$ cat config.mk
export PLATFORM = sky130hd
export DESIGN_NAME = multi_channel_hysteresis_event_table
export DESIGN_NICKNAME = d
export VERILOG_FILES = /design/src/design/mchet_pkg.sv /design/src/design/mchet_datapath.sv /design/src/design/mchet_ctrl.sv /design/src/design/multi_channel_hysteresis_event_table.sv
export SDC_FILE = /design/constraint.sdc
export NUM_CORES = 1
export LEC_CHECK = 0
export BUFFER_PORTS_ARGS = -buffer_cell sky130_fd_sc_hd__buf_2
export CAP_MARGIN = 20
export CELL_PAD_IN_SITES_DETAIL_PLACEMENT = 1
export CELL_PAD_IN_SITES_GLOBAL_PLACEMENT = 1
export CORE_MARGIN = 3
export CORE_UTILIZATION = 40
export DETAILED_ROUTE_END_ITERATION = 6
export HOLD_SLACK_MARGIN = 0.03
export PLACE_DENSITY = 0.68
export REMOVE_ABC_BUFFERS = 1
export SLEW_MARGIN = 0
export SYNTH_ARGS = -nofsm -noshare
export SYNTH_HDL_FRONTEND = slang
export SYNTH_HIERARCHICAL = 1
export SYNTH_SLANG_ARGS = --single-unit
$ cat constraint.sdc
create_clock -name aclk -period 6.75 [get_ports aclk]
set_clock_uncertainty 0.1 [all_clocks]
set_input_delay 1.35 -clock aclk [delete_from_list [all_inputs] [get_ports aclk]]
set_output_delay 1.35 -clock aclk [all_outputs]
set_load 0.03 [all_outputs]
$ cat src/design/mchet_pkg.sv
`timescale 1ns / 1ps
// shared types and constants for the hysteresis event table
package mchet_pkg;

    // transaction kinds
    localparam logic [2:0] KIND_WRITE   = 3'd0;
    localparam logic [2:0] KIND_CHECK   = 3'd1;
    localparam logic [2:0] KIND_INIT    = 3'd2;
    localparam logic [2:0] KIND_QUERY   = 3'd3;
    localparam logic [2:0] KIND_CURRENT = 3'd4;

    // slot states
    localparam logic [1:0] ST_UNKNOWN = 2'd0;
    localparam logic [1:0] ST_NEAR    = 2'd1;
    localparam logic [1:0] ST_FAR     = 2'd2;

    typedef struct packed {
        logic [2:0]  kind;
        logic [1:0]  sensor;
        logic [1:0]  slot;
        logic [7:0]  range;
        logic        connected;
        logic [7:0]  near_level;
        logic [7:0]  far_level;
        logic [15:0] near_event;
        logic [15:0] far_event;
        logic [1:0]  written_state;
        logic [15:0] event_query;
    } in_item_t;

    typedef struct packed {
        logic        accepted;
        logic        event_valid;
        logic [15:0] event_number;
        logic [1:0]  found_state;
    } out_item_t;

    // one table entry as stored in memory
    typedef struct packed {
        logic [7:0]  near_level;
        logic [7:0]  far_level;
        logic [15:0] near_event;
        logic [15:0] far_event;
        logic [1:0]  state;
    } entry_t;

    typedef enum logic [1:0] {
        ADDR_ITEM,
        ADDR_BASE,
        ADDR_ZERO,
        ADDR_INC
    } addr_op_t;

    typedef enum logic [1:0] {
        WR_NONE,
        WR_ITEM,
        WR_STATE
    } wr_op_t;

    typedef struct packed {
        logic     load_item;
        logic     rd_en;
        addr_op_t addr_op;
        wr_op_t   wr_op;
    } dp_cmd_t;

    typedef struct packed {
        logic [2:0] kind;
        logic       in_table;
        logic       sensor_ok;
        logic       match;
        logic       init_last;
        logic       scan_last;
    } dp_status_t;

endpackage

$ cat src/design/mchet_datapath.sv
`timescale 1ns / 1ps
// datapath: transaction register, threshold table memory and result logic
module mchet_datapath import mchet_pkg::*; #(
    parameter int SENSOR_COUNT = 4,
    parameter int SLOT_COUNT   = 4
) (
    input  logic       aclk,
    input  logic       aresetn,
    input  in_item_t   s_item,
    input  dp_cmd_t    cmd,
    output dp_status_t status,
    output out_item_t  res
);

    localparam int TABLE_SIZE = SENSOR_COUNT * SLOT_COUNT;
    localparam int IDX_W      = (TABLE_SIZE > 1) ? $clog2(TABLE_SIZE) : 1;

    in_item_t                item_reg;
    logic [IDX_W-1:0]        addr_reg;
    logic [IDX_W-1:0]        addr_next;
    entry_t                  rd_entry_reg;
    logic [TABLE_SIZE-1:0]   valid_reg;
    entry_t                  table_mem [TABLE_SIZE];

    logic [IDX_W-1:0]        item_idx;
    logic [IDX_W-1:0]        base_idx;
    logic                    in_table;
    logic                    sensor_ok;
    logic                    match;
    logic                    move_near;
    logic                    move_far;
    logic [1:0]              new_state;
    logic                    wr_en;
    logic [IDX_W-1:0]        wr_addr;
    entry_t                  wr_entry;

    // address decode of the held transaction
    assign sensor_ok = 32'(item_reg.sensor) < SENSOR_COUNT;
    assign in_table  = sensor_ok && (32'(item_reg.slot) < SLOT_COUNT);
    assign base_idx  = IDX_W'(32'(item_reg.sensor) * SLOT_COUNT);
    assign item_idx  = IDX_W'(32'(item_reg.sensor) * SLOT_COUNT + 32'(item_reg.slot));

    // hysteresis moves on the entry just read
    assign move_near = (rd_entry_reg.state == ST_FAR)
                       && (item_reg.range < rd_entry_reg.near_level);
    assign move_far  = (rd_entry_reg.state == ST_NEAR)
                       && (item_reg.range > rd_entry_reg.far_level);
    assign match     = (rd_entry_reg.near_event == item_reg.event_query)
                       || (rd_entry_reg.far_event == item_reg.event_query);

    // status back to the controller
    assign status.kind      = item_reg.kind;
    assign status.in_table  = in_table;
    assign status.sensor_ok = sensor_ok;
    assign status.match     = match;
    assign status.init_last = addr_reg == IDX_W'(32'(base_idx) + SLOT_COUNT - 1);
    assign status.scan_last = addr_reg == IDX_W'(TABLE_SIZE - 1);

    // read address select
    always_comb begin
        unique case (cmd.addr_op)
            ADDR_ITEM: addr_next = item_idx;
            ADDR_BASE: addr_next = base_idx;
            ADDR_ZERO: addr_next = '0;
            ADDR_INC:  addr_next = addr_reg + 1'b1;
            default:   addr_next = addr_reg;
        endcase
    end

    // next slot state for write-back
    always_comb begin
        new_state = rd_entry_reg.state;
        if (item_reg.kind == KIND_INIT) begin
            if (!item_reg.connected) begin
                new_state = ST_UNKNOWN;
            end else if (item_reg.range < rd_entry_reg.near_level) begin
                new_state = ST_NEAR;
            end else begin
                new_state = ST_FAR;
            end
        end else if (move_near) begin
            new_state = ST_NEAR;
        end else if (move_far) begin
            new_state = ST_FAR;
        end
    end

    // write port
    always_comb begin
        wr_en          = 1'b0;
        wr_addr        = addr_reg;
        wr_entry       = rd_entry_reg;
        wr_entry.state = new_state;
        unique case (cmd.wr_op)
            WR_ITEM: begin
                wr_en               = 1'b1;
                wr_addr             = item_idx;
                wr_entry.near_level = item_reg.near_level;
                wr_entry.far_level  = item_reg.far_level;
                wr_entry.near_event = item_reg.near_event;
                wr_entry.far_event  = item_reg.far_event;
                wr_entry.state      = (item_reg.written_state == ST_NEAR
                                       || item_reg.written_state == ST_FAR)
                                      ? item_reg.written_state : ST_UNKNOWN;
            end
            WR_STATE: wr_en = 1'b1;
            default: wr_en = 1'b0;
        endcase
    end

    // transaction register, table memory and registered read
    always_ff @(posedge aclk) begin
        if (cmd.load_item) begin
            item_reg <= s_item;
        end
        if (cmd.rd_en) begin
            addr_reg     <= addr_next;
            rd_entry_reg <= valid_reg[addr_next] ? table_mem[addr_next] : '0;
        end
        if (wr_en) begin
            table_mem[wr_addr] <= wr_entry;
        end
    end

    // per-entry written flags, unwritten entries read as reset value
    always_ff @(posedge aclk) begin
        if (!aresetn) begin
            valid_reg <= '0;
        end else if (wr_en) begin
            valid_reg[wr_addr] <= 1'b1;
        end
    end

    // result fields
    always_comb begin
        res = '0;
        case (item_reg.kind)
            KIND_WRITE: res.accepted = in_table;
            KIND_CHECK: begin
                res.accepted = in_table;
                if (in_table && move_near) begin
                    res.event_valid  = 1'b1;
                    res.event_number = rd_entry_reg.near_event;
                end else if (in_table && move_far) begin
                    res.event_valid  = 1'b1;
                    res.event_number = rd_entry_reg.far_event;
                end
            end
            KIND_INIT: res.accepted = sensor_ok;
            KIND_QUERY: begin
                res.accepted = 1'b1;
                if (match) begin
                    res.found_state = rd_entry_reg.state;
                end
            end
            KIND_CURRENT: begin
                res.accepted = in_table;
                if (in_table && rd_entry_reg.state == ST_NEAR) begin
                    res.event_valid  = 1'b1;
                    res.event_number = rd_entry_reg.near_event;
                end else if (in_table && rd_entry_reg.state == ST_FAR) begin
                    res.event_valid  = 1'b1;
                    res.event_number = rd_entry_reg.far_event;
                end
            end
            default: res = '0;
        endcase
    end

endmodule

$ cat src/design/mchet_ctrl.sv
`timescale 1ns / 1ps
// controller state machine sequencing table reads, writes and scans
module mchet_ctrl import mchet_pkg::*; (
    input  logic       aclk,
    input  logic       aresetn,
    input  logic       s_valid,
    output logic       s_ready,
    input  dp_status_t status,
    output dp_cmd_t    cmd,
    output logic       res_valid,
    input  logic       out_free
);

    typedef enum logic [2:0] {
        IDLE,
        DISPATCH,
        CHK_EVAL,
        INIT_WR,
        SCAN,
        DONE
    } state_t;

    state_t state_reg;
    state_t state_next;
    logic   s_ready_reg;

    assign s_ready   = s_ready_reg;
    assign res_valid = state_reg == DONE;

    // next state and datapath commands
    always_comb begin
        state_next    = state_reg;
        cmd.load_item = 1'b0;
        cmd.rd_en     = 1'b0;
        cmd.addr_op   = ADDR_INC;
        cmd.wr_op     = WR_NONE;
        unique case (state_reg)
            IDLE: begin
                if (s_valid && s_ready_reg) begin
                    cmd.load_item = 1'b1;
                    state_next    = DISPATCH;
                end
            end
            DISPATCH: begin
                state_next = DONE;
                unique case (status.kind)
                    KIND_WRITE: begin
                        if (status.in_table) begin
                            cmd.wr_op = WR_ITEM;
                        end
                    end
                    KIND_CHECK: begin
                        if (status.in_table) begin
                            cmd.rd_en   = 1'b1;
                            cmd.addr_op = ADDR_ITEM;
                            state_next  = CHK_EVAL;
                        end
                    end
                    KIND_INIT: begin
                        if (status.sensor_ok) begin
                            cmd.rd_en   = 1'b1;
                            cmd.addr_op = ADDR_BASE;
                            state_next  = INIT_WR;
                        end
                    end
                    KIND_QUERY: begin
                        cmd.rd_en   = 1'b1;
                        cmd.addr_op = ADDR_ZERO;
                        state_next  = SCAN;
                    end
                    KIND_CURRENT: begin
                        if (status.in_table) begin
                            cmd.rd_en   = 1'b1;
                            cmd.addr_op = ADDR_ITEM;
                        end
                    end
                    default: state_next = DONE;
                endcase
            end
            CHK_EVAL: begin
                cmd.wr_op  = WR_STATE;
                state_next = DONE;
            end
            // write back one slot while reading the next
            INIT_WR: begin
                cmd.wr_op = WR_STATE;
                if (status.init_last) begin
                    state_next = DONE;
                end else begin
                    cmd.rd_en = 1'b1;
                end
            end
            // compare one entry per cycle, next read issued alongside
            SCAN: begin
                if (status.match || status.scan_last) begin
                    state_next = DONE;
                end else begin
                    cmd.rd_en = 1'b1;
                end
            end
            DONE: begin
                if (out_free) begin
                    state_next = IDLE;
                end
            end
            default: state_next = IDLE;
        endcase
    end

    // state and registered ready
    always_ff @(posedge aclk) begin
        if (!aresetn) begin
            state_reg   <= IDLE;
            s_ready_reg <= 1'b0;
        end else begin
            state_reg   <= state_next;
            s_ready_reg <= state_next == IDLE;
        end
    end

    a_accept_dispatch: assert property (@(posedge aclk) disable iff (!aresetn)
        s_valid && s_ready |=> state_reg == DISPATCH)
        else $error("accepted transaction not dispatched");

    a_ready_idle: assert property (@(posedge aclk) disable iff (!aresetn)
        s_ready |-> state_reg == IDLE)
        else $error("ready while busy");

    a_idle_quiet: assert property (@(posedge aclk) disable iff (!aresetn)
        state_reg == IDLE |-> cmd.wr_op == WR_NONE && !cmd.rd_en)
        else $error("table access while idle");

    a_scan_bound: assert property (@(posedge aclk) disable iff (!aresetn)
        state_reg == SCAN && status.scan_last |-> !cmd.rd_en)
        else $error("scan read past last entry");

endmodule

$ cat src/design/multi_channel_hysteresis_event_table.sv
`timescale 1ns / 1ps
// Hysteresis event table: per sensor and slot near/far thresholds with event numbers.
//
// Input channel s_valid/s_ready/s_item carries one transaction: a slot write, a range
// check, a sensor initialise, a search by event number or a current-event report.
// Every transaction gives exactly one result on m_valid/m_ready/m_item.
// One transaction is worked at a time; s_ready is high only while the controller idles.
// The initialise reads the SLOT_COUNT entries of its sensor; the search by event reads up
// to SENSOR_COUNT * SLOT_COUNT entries. The table memory has one read and one write port:
// one entry is read per cycle, with the search scanning entries in order until the first
// match, and a write-back can go alongside a read.
// s_ready rises again at the edge that loads the result, so the next transaction
// can be taken in the following cycle.
// The result register lets the next transaction be accepted while a result waits;
// if the receiver stalls, a finished result holds in the controller until the
// register frees, and no new transaction is taken meanwhile.
// Reset (aresetn low, synchronous) returns to idle, empties the result register and
// clears the per-entry written flags, so every slot reads as zero levels and events
// with state unknown; no clearing pass is needed.
module multi_channel_hysteresis_event_table import mchet_pkg::*; #(
    parameter int SENSOR_COUNT = 4,
    parameter int SLOT_COUNT   = 4
) (
    input  logic      aclk,
    input  logic      aresetn,
    input  logic      s_valid,
    output logic      s_ready,
    input  in_item_t  s_item,
    output logic      m_valid,
    input  logic      m_ready,
    output out_item_t m_item
);

    dp_cmd_t    cmd;
    dp_status_t status;
    out_item_t  res;
    logic       res_valid;
    logic       out_free;
    logic       res_load;
    logic       m_valid_reg;
    out_item_t  m_item_reg;

    assign out_free = !m_valid_reg || m_ready;
    assign res_load = res_valid && out_free;
    assign m_valid  = m_valid_reg;
    assign m_item   = m_item_reg;

    mchet_ctrl u_ctrl (
        .aclk      (aclk),
        .aresetn   (aresetn),
        .s_valid   (s_valid),
        .s_ready   (s_ready),
        .status    (status),
        .cmd       (cmd),
        .res_valid (res_valid),
        .out_free  (out_free)
    );

    mchet_datapath #(
        .SENSOR_COUNT (SENSOR_COUNT),
        .SLOT_COUNT   (SLOT_COUNT)
    ) u_datapath (
        .aclk    (aclk),
        .aresetn (aresetn),
        .s_item  (s_item),
        .cmd     (cmd),
        .status  (status),
        .res     (res)
    );

    // result register valid
    always_ff @(posedge aclk) begin
        if (!aresetn) begin
            m_valid_reg <= 1'b0;
        end else if (res_load) begin
            m_valid_reg <= 1'b1;
        end else if (m_ready) begin
            m_valid_reg <= 1'b0;
        end
    end

    // result register payload
    always_ff @(posedge aclk) begin
        if (res_load) begin
            m_item_reg <= res;
        end
    end

    a_busy_after_accept: assert property (@(posedge aclk) disable iff (!aresetn)
        s_valid && s_ready |=> !s_ready)
        else $error("second transaction accepted back to back");

    a_result_held: assert property (@(posedge aclk) disable iff (!aresetn)
        res_valid && !out_free |=> res_valid)
        else $error("finished result dropped while receiver stalled");

    a_load_free: assert property (@(posedge aclk) disable iff (!aresetn)
        res_load |=> m_valid)
        else $error("loaded result not presented");

endmodule
# Yosys cells after proc, flatten, opt, wreduce, memory -nomap -nowiden
# Memory sizes are Yosys's and may differ from the RTL's. A register that Yosys moved wholly into a read port is not among the register bits.
# Index checks and enable logic that the tools add are counted.
dict set report classes {
  eq_ne 22
  reduce_logical 21
  bitwise_logic 1
  order_cmp 5
  addsub 4
  mux 39
}
# cell count
set ops {}
lappend ops {{$mux W17} 4}
lappend ops {{$mux W50} 1}
lappend ops {{$pmux W17 S2} 1}
lappend ops {{$eq A16 B16 Y1} 2}
lappend ops {{$pmux W3 S3} 2}
lappend ops {{$pmux W3 S6} 1}
lappend ops {{$or A16 B16 Y16} 1}
lappend ops {{$pmux W4 S4} 1}
lappend ops {{$mux W2} 7}
lappend ops {{$mux W1} 13}
lappend ops {{$eq A3 B2 Y1 const B} 4}
lappend ops {{$mux W3} 4}
lappend ops {{$eq A2 B2 Y1 const B} 5}
lappend ops {{$lt A4 B5 Y1 const B} 2}
lappend ops {{$eq A3 B3 Y1 const B} 3}
lappend ops {{$logic_not A3 Y1} 3}
lappend ops {{$eq A2 B1 Y1 const B} 4}
lappend ops {{$gt A8 B8 Y1} 1}
lappend ops {{$lt A8 B8 Y1} 1}
lappend ops {{$eq A3 B1 Y1 const B} 2}
lappend ops {{$reduce_or A2 Y1} 3}
lappend ops {{$logic_and A1 B1 Y1} 5}
lappend ops {{$reduce_or A5 Y1} 1}
lappend ops {{$add A4 B1 Y4 const B} 1}
lappend ops {{16 further kinds} 20}
dict set report totals {
  mem_bits_rw 800
  output_inout_bits 22
  n_memories 1
  ff_bits 127
}
# memory depth word_bits rd rd_ports_with_merged_regs write_ports line
set mem_list {}
lappend mem_list {u_datapath.table_mem 16 50 1 1 1 mchet_datapath.sv:23} ;# entry_t table_mem [TABLE_SIZE];

# Depth between registers and ports, before layout
dict set report logic_depth {
  ltp_word 10
  ltp_mapped 17
  mapped_depth_nobuf 12
}

# Hierarchy
# The synthesis kept the hierarchy.
# module seq_area_each_um2 n_inst area_each_um2 cells_each
set modules_own_cells {}
lappend modules_own_cells {mchet_datapath 28427.3 1 39382.8 2917}
lappend modules_own_cells {multi_channel_hysteresis_event_table 620.6 1 658.1 25}
lappend modules_own_cells {mchet_ctrl 80.1 1 344.1 48}

# Worst setup path before layout
# OpenSTA, ideal clock, no wires.
dict set report synth_timing {
  path_type {input -> register}
  start {input s_valid}
  end {register u_datapath/item_reg[0] (netlist name), enable pin}
  setup_time_ps 523
  arrival_ps 4877
  t_required_ps 6127
  slack_ps 1250
  stages 2
  path_buffers 0
  path_cell_list {nand3b_1 nor2_1}
}
# element line
set synth_lines {}
lappend synth_lines {{start: declaration} multi_channel_hysteresis_event_table.sv:26} ;# input logic s_valid,
lappend synth_lines {{end signal: assignment} mchet_datapath.sv:114} ;# item_reg <= s_item;
lappend synth_lines {{end: declaration} mchet_datapath.sv:18} ;# in_item_t item_reg;

==> flow_metrics.tcl <==
set metrics [dict create \
    outcome "finished clean" \
    yosys.area.top_type_share_pct 71.1 \
    layout.nets 3148 \
    root_buffer "clkbuf_16" \
    internal_power_mw 11.9 \
    cts_resized 0 \
    crit_fanout 171 \
    final_core_util_pct 46.1 \
    post-route-drc-count 0 \
    p_per_area_nw_per_um2 399 \
    via_count 27400 \
    finalHoldViolations 0 \
    layoutNonFillerInstCount 4417 \
    postSynthCellCount 2990 \
    cp.required_ns 7.07 \
    syn_area_um2 40400 \
    clk_pin_slew_ns 0.06 \
    row_count 115 \
    hold_path_end "u_datapath/valid_reg[1]" \
    p_seq_share_pct 41.0 \
    crit_path_end_kind "flip-flop" \
    viasPerCell 6.20 \
    fin_crit_ns 5.67 \
    fp.coreArea_um2 99300 \
    tightest_slew_ns 1.18 \
    rsz0062_at_grt "no" \
    leakage_nw 15.4 \
    die_y_um 324 \
    yosys_register_bits 977 \
    avgSynthCellArea_um2 13.5 \
    timing.final.crit_share_pct 83.9 \
    gp_congestion 0.812 \
    worstSetupPathType "reg -> reg" \
    synthTopCellsByCount "edfxtp_1, nand2_1, nor2_1, o22ai_1, clkbuf_1" \
    worstPathArrival_ns 5.99 \
    grt-ovfl-total 0 \
    clockPowerShare_pct 31.0 \
    synth.most_common_cell "edfxtp_1" \
    grt_usage_pct 23.9 \
    synthArstFlopShare_pct 0 \
    p_switching_mw 6.29 \
    h-tree-depth 3 \
    holdBufCountCts 0 \
    rrSetupSlack_ns 1.08 \
    dr.pass1.iters 5 \
    slew_viol_final 0 \
    tritoncts "yes" \
    synthTopCellsByArea "edfxtp_1, o22ai_1, nand2_1" \
    io_buffers 107 \
    numCtsBuffers 105 \
    drtIter0Drc 2856 \
    rr_startpoint "u_datapath/status[6]" \
    n_antenna_cell 0 \
    hpwl_mm 67.1 \
    cts_buffer_depth 3 \
    swShare_pct 34.5 \
    start_util_pct 40.7 \
    hp-start "u_datapath/valid_reg[1]" \
    combPwrFrac_pct 28.1 \
    final-setup-viol-count 0 \
    cts_setup_buffers 0 \
    wl_per_cell_um 28.9 \
    grt_max_degree 175 \
    r2r_cells 12 \
    fin_setup_tns_ns 0 \
    antenna_found_initial 0 \
    dieWidth_um 324 \
    clock_sinks 977 \
    final_layout_size_suffix_gt1_share_pct 13.4 \
    hold_depth 1 \
    synth_area_leader_cell "edfxtp_1" \
    hold_class "reg -> reg" \
    area_delta_synth_final_pct 13.3 \
    yosys.cell_types.count 62 \
    antenna_left 0 \
    max_freq_ghz 0.176 \
    max_cap_viol_count 0 \
    r2r_end "u_datapath/rd_entry_reg[48]" \
    post-place-cells 4222 \
    vdd_drop_max_mv 0.348 \
    grt_pass1_wl_mm 186 \
    relSlewSlack_pct 21.2 \
    postRouteWirelength_mm 128 \
    largest_reg_flops 800 \
    yosys_most_used_dff "edfxtp_1" \
    ys.warnings.count 6 \
    cp-start-kind "flip-flop" \
    ios 108 \
    synth-edff-count 956 \
    die_area_um2 105000 \
    ys_seq_area_share_pct 72.1 \
    grt_pass1_vias 28600 \
    clkLatencyLatePin_ns 0.68 \
]
## worst max-delay path, cell delays in order (launching register included)
cell      delay [ns]
edfxtp_1        0.53
nand3b_1        0.19
o21a_1          0.13
nor2_1          0.06
o21ai_4         0.32
buf_4           0.74
o22a_4          0.95
inv_8           0.44
buf_12          0.43
a211oi_1        0.39
nor3_1          0.09
a21oi_1         0.14
nor4b_1         0.41
## cells in the final DEF, fill, tap and decap left out, types with 14 or more instances in the layout
| cell | instances |
|---|---|
| nand3_1 | 153 |
| nor4b_1 | 31 |
| mux2i_1 | 14 |
| clkinv_1 | 28 |
| nand2_1 | 327 |
| dfxtp_1 | 21 |
| edfxtp_1 | 956 |
| nor2_1 | 183 |
| buf_4 | 63 |
| nor4b_2 | 20 |
| and3_1 | 152 |
| nor3_1 | 53 |
| o22ai_1 | 201 |
| xor2_1 | 33 |
| a22oi_1 | 16 |
| a21oi_1 | 107 |
| o21a_1 | 19 |
| o21ai_0 | 73 |
| a31oi_1 | 105 |
| clkbuf_1 | 26 |
| nor2_4 | 19 |
| ha_1 | 18 |
| mux2_2 | 35 |
| buf_2 | 108 |
| clkbuf_16 | 108 |
| a211oi_1 | 100 |
| inv_1 | 25 |
## metal layers
| layer | part of all wire (%) | vias up | track usage, % |
|---|---|---|---|
| met3 | 6.9 | 244 | 3.25 |
| met2 | 48 | 1152 | 39.8 |
| li1 | - | 11600 | - |
| met1 | 42 | 14300 | 32.8 |
| met5 | 0 | - | 0 |
| met4 | 3.0 | 0 | 7.59 |
## worst max-delay path by stage
stage	end	depth (start not counted)	startpoint	slack [ns]
after floorplan	u_datapath/rd_entry_reg[0]	9	u_datapath/status[7]	-13.29
after global placement	u_datapath/rd_entry_reg[39]	13	u_datapath/status[6]	1.70
after detailed placement	u_datapath/rd_entry_reg[48]	13	u_datapath/status[6]	1.46
after CTS	u_datapath/rd_entry_reg[48]	13	u_datapath/status[6]	1.43
after global routing	u_datapath/rd_entry_reg[34]	12	u_datapath/status[6]	1.03
final	u_datapath/rd_entry_reg[48]	12	u_datapath/status[6]	1.08
## power by group through the flow
| stage | clock network (mW) | logic, mW | registers [mW] |
|---|---|---|---|
| 3_3_place_gp | 0 | 4.80 | 7.58 |
| 6_report | 5.65 | 5.12 | 7.47 |
| 3_5_place_dp | 0 | 5.05 | 7.59 |
| 2_1_floorplan | 0 | 3.43 | 7.51 |
| 5_1_grt | 5.99 | 5.56 | 7.48 |
| 4_1_cts | 5.74 | 5.08 | 7.46 |
## logic make-up (layout without fill, tap and decap cells)
kind of cell	count (synthesis)	count (layout)	synth area share, %
compound gates	662	662	10.4
xor+xnor	36	36	0.781
fa+ha+maj	19	19	0.589
buf+inv	258	397	2.66
flops	977	977	72.1
mux	50	50	1.35
other cells	1	2	0.00929
simple gates	987	987	12.1
## layout make-up
type                            count  area, um^2
Clock buffer                      134        2800
Timing Repair Buffer              176        1120
Multi-Input combinational cell   1756       10400
Tap cell                         1287        1610
Fill cell                        9968       53500
Sequential cell                   977       29100
Inverter                           27         116
Clock inverter                     60         559
## stage by stage
step	cell area [um^2]	hold WS (ns)	worst slack [ns]	power, mW
finish	45800	0.366	1.08	18.2
global route	45800	0.390	1.03	19.0
CTS	45700	0.371	1.43	18.3
detailed placement	42400	0.358	1.46	12.6
global placement	42400	0.346	1.70	12.4
floorplan	39400	0.340	-13.29	10.9
No activity file was read; power rests on OpenSTA's default activity.
